[config.mk]
export PLATFORM = sky130hd
export DESIGN_NAME = scsa_ram
export DESIGN_NICKNAME = d
export VERILOG_FILES = /design/src/scsa_ram.sv
export SDC_FILE = /design/constraint.sdc
export NUM_CORES = 1
export LEC_CHECK = 0
export BUFFER_PORTS_ARGS = -buffer_cell sky130_fd_sc_hd__buf_2
export CORE_MARGIN = 4
export CORE_UTILIZATION = 30
export DETAILED_ROUTE_END_ITERATION = 12
export GPL_TIMING_DRIVEN = 0
export PLACE_DENSITY = 0.5
export REMOVE_ABC_BUFFERS = 1
export SKIP_CTS_REPAIR_TIMING = 1
export SLEW_MARGIN = 15
export SYNTH_ARGS = -nofsm -noshare
export SYNTH_HDL_FRONTEND = slang
export SYNTH_SLANG_ARGS = --single-unit
export TNS_END_PERCENT = 100
[constraint.sdc]
create_clock -name clk -period 3.7 [get_ports clk]
set_clock_uncertainty 0.1 [all_clocks]
set_input_delay 0.74 -clock clk [delete_from_list [all_inputs] [get_ports clk]]
set_output_delay 0.74 -clock clk [all_outputs]
set_load 0.005 [all_outputs]
[src/scsa_ram.sv]
// Single-port-write, single-port-read synchronous RAM with registered read data.
`default_nettype none
module scsa_ram #(
  parameter int W  = 8,
  parameter int AW = 4
) (
  input  wire logic          clk,
  input  wire logic          we,
  input  wire logic [AW-1:0] waddr,
  input  wire logic [W-1:0]  wdata,
  input  wire logic [AW-1:0] raddr,
  output logic      [W-1:0]  rdata
);

  logic [W-1:0] mem [(1<<AW)-1:0];

  always_ff @(posedge clk) begin
    if (we) begin
      mem[waddr] <= wdata;
    end
    rdata <= mem[raddr];
  end

endmodule
`default_nettype wire

==> impl_results.md <==
* Share of layout cells above drive strength 1 at 27.7%
* Number of remaining DRC errors at 0
* WP depth at 3
* Number of diodes at 0
* Reg-to-Reg Start: mem[10][2]
* Synth Flop Type: edfxtp_1
* Final HPWL DP at 6350 microns
* Die X-Extent at 139 microns
* Commonest non-fill, non-tap cell in the layout: edfxtp_1
* Fill count at 1580
* Clock buffer depth at 2
* Htree depth at 4
* Total grt overflow at 0
* Initial DRC Count at 167
* Critical path's top delay family: simple AND/OR/NAND/NOR gates
* Clk root buf: clkbuf_16
* Vias in the first global route at 2471
* CP endpoint kind: flop
* Met3 GRT Util at 4.34%
* Worst setup path start: waddr[2]
* Critical path peak fanout at 8
* Sequential area share after synthesis at 77.8%
* Power, Total at 3580 uW
* Clock Latency Late Sink at 0.41 ns
* Core area at 0.0167 sq mm
* Initial Util at 30.8%
* Die H at 139 microns
* Critical path required time at 3.63 ns
* Vias at 2328
* Final net count at 284
* Mapped Avg Cell Area at 22.5 sq um
* Worst hold start: mem[8][1]
* R2R setup slack at 2.14 ns
* Number of enable flip-flop cells after synthesis at 128
* TritonCTS Buffers at 17
* Hold slack final at 0.581 ns
* Mapped Cells at 229
* Static Leak at 0.00201 uW
* Rel. slew slack at 33.7%
* Slowest CP cell: nor2_1
* Router iterations before antenna repair at 4
* Die area at 0.0193 sq mm
* Power per cell area at 587 mW/mm^2
* Post-synth cell types at 19
* Synthesized area at 0.00515 sq mm
* Final Hold Viols at 0
* Vias per inst at 4.67
* Yosys reg bits at 136
* Buffers added on ports at 25
* Outcome: complete, no violations
* Met1 Track Usage GR at 15.6%
* Placer congestion estimate at 0.715
* I/O Pins at 26
* Max-slew violations at 0
* R2R cell count at 3
* Worst-path clk slew at 0.05 ns
* Number of antenna-violating nets in the routed design at 0
* Largest net degree at the start of global routing at 33
* Critical path data arrival time at 2.15 ns
* P&R area growth vs syn at 18.5%
* Tcrit/Tclk final at 60.0%
* RSZ-0062 raised after global routing: no
* WP buf/inv at 1
* Crit-path cells: buf_2 -> or3b_2 -> nor2_1
* GR peak layer: met2
* Post-synth ARST share at 0%
* Hold path depth at 3
* Met2 Use GR at 16.7%
* Row count at 47
* Period minus WS final at 2.22 ns
* Final setup TNS at 0 ns
* # setup viols final at 0
* First-pass GRT wire length at 15600 microns
* Class of the worst hold path: flop to flop
* Total of warnings raised by yosys at 0
* Initial antenna violation count at 2
* Max Cap Viol at 0
* CTS tree: done
* Total track usage at 11.4%
* Storage cell area at 0.00400 sq mm
* Slew @ Worst Pin at 0.991 ns
* WL/cell at 20.8 microns
* Routed WL at 10400 microns
* Worst IR Drop VDD at 357 uV
* Crit start category: input pin
* Final core utilization at 36.5%
* Multi-input logic area at 0.00108 sq mm
* Crit-path max cell delay at 0.77 ns
* Fmax at 0.451 GHz
* Clock tree sinks at 136
* Most frequent cells in the layout: edfxtp_1 (128), buf_2 (24), mux4_2 (18)
* Kind of critical path: input pin to flop
[routing by layer]
layer | up-vias | wire (microns)
li1 | 1046 | -
met1 | 1205 | 4810
met2 | 57 | 4840
met3 | 16 | 563
met4 | 4 | 137
met5 | - | 23
[metrics by stage]
step / std cells / area (sq um) / worst slack (ns)
CTS: 498 / 6100 / 1.11
detailed placement: 467 / 5500 / 0.685
floorplan: 219 / 5060 / 1.37
finish: 498 / 6100 / 1.48
global placement: 464 / 5460 / 0.488
global route: 498 / 6100 / 1.41
[kinds of logic (layout without fill, tap and decap cells)]
kind of cell	count (synthesis)	count (layout)	share of synthesized area, %
flip-flops	136	136	77.8
AND/OR/NAND/NOR	35	35	3.18
multiplexers	32	32	15.0
AO/OA/AOI/OAI	16	16	2.33
buffers and inverters	10	59	1.68
[synth_stat cells, drive strengths merged (2+ instances only)]
cell type / number / area share, %
edfxtp: 128 / 75
mux4: 32 / 15
a22oi: 16 / 2.3
nor2: 13 / 0.95
nand2: 9 / 0.66
dfxtp: 8 / 3.1
buf: 7 / 1.1
nor3: 4 / 0.39
clkdlybuf4s25: 3 / 0.58
nand2b: 2 / 0.24
nand3b: 2 / 0.29
[sequential cells by signal, indices dropped and copies added (netlist names)]
signal,cells
rdata,8
mem,128
[area by class of cell]
class / instances / area share [%]
Clock inverter: 10 / 2.50
Multi-Input combinational cell: 83 / 17.7
Timing Repair Buffer: 28 / 2.46
Tap cell: 220 / 4.51
Sequential cell: 136 / 65.6
Clock buffer: 21 / 7.22
[where the power goes]
group / switching, uW / leakage (uW) / internal [uW]
combinational: 92.6 / 0.000492 / 62.2
sequential: 7.57 / 0.00122 / 1720
clock: 579 / 0.000292 / 1120
total: 679 / 0.00201 / 2900
[tightest hold or removal path, stage by stage (launching register included)]
cell and delay, ns:
edfxtp_1 0.31, mux4_1 0.21, a22oi_1 0.08, nand2_1 0.05
[final timing paths]
check,to
hold / removal,rdata[1]
setup / recovery,mem[2][7]
setup reg to reg,rdata[2]
hold reg to reg,rdata[1]
Note: power is estimated with default switching activity, not from simulation.
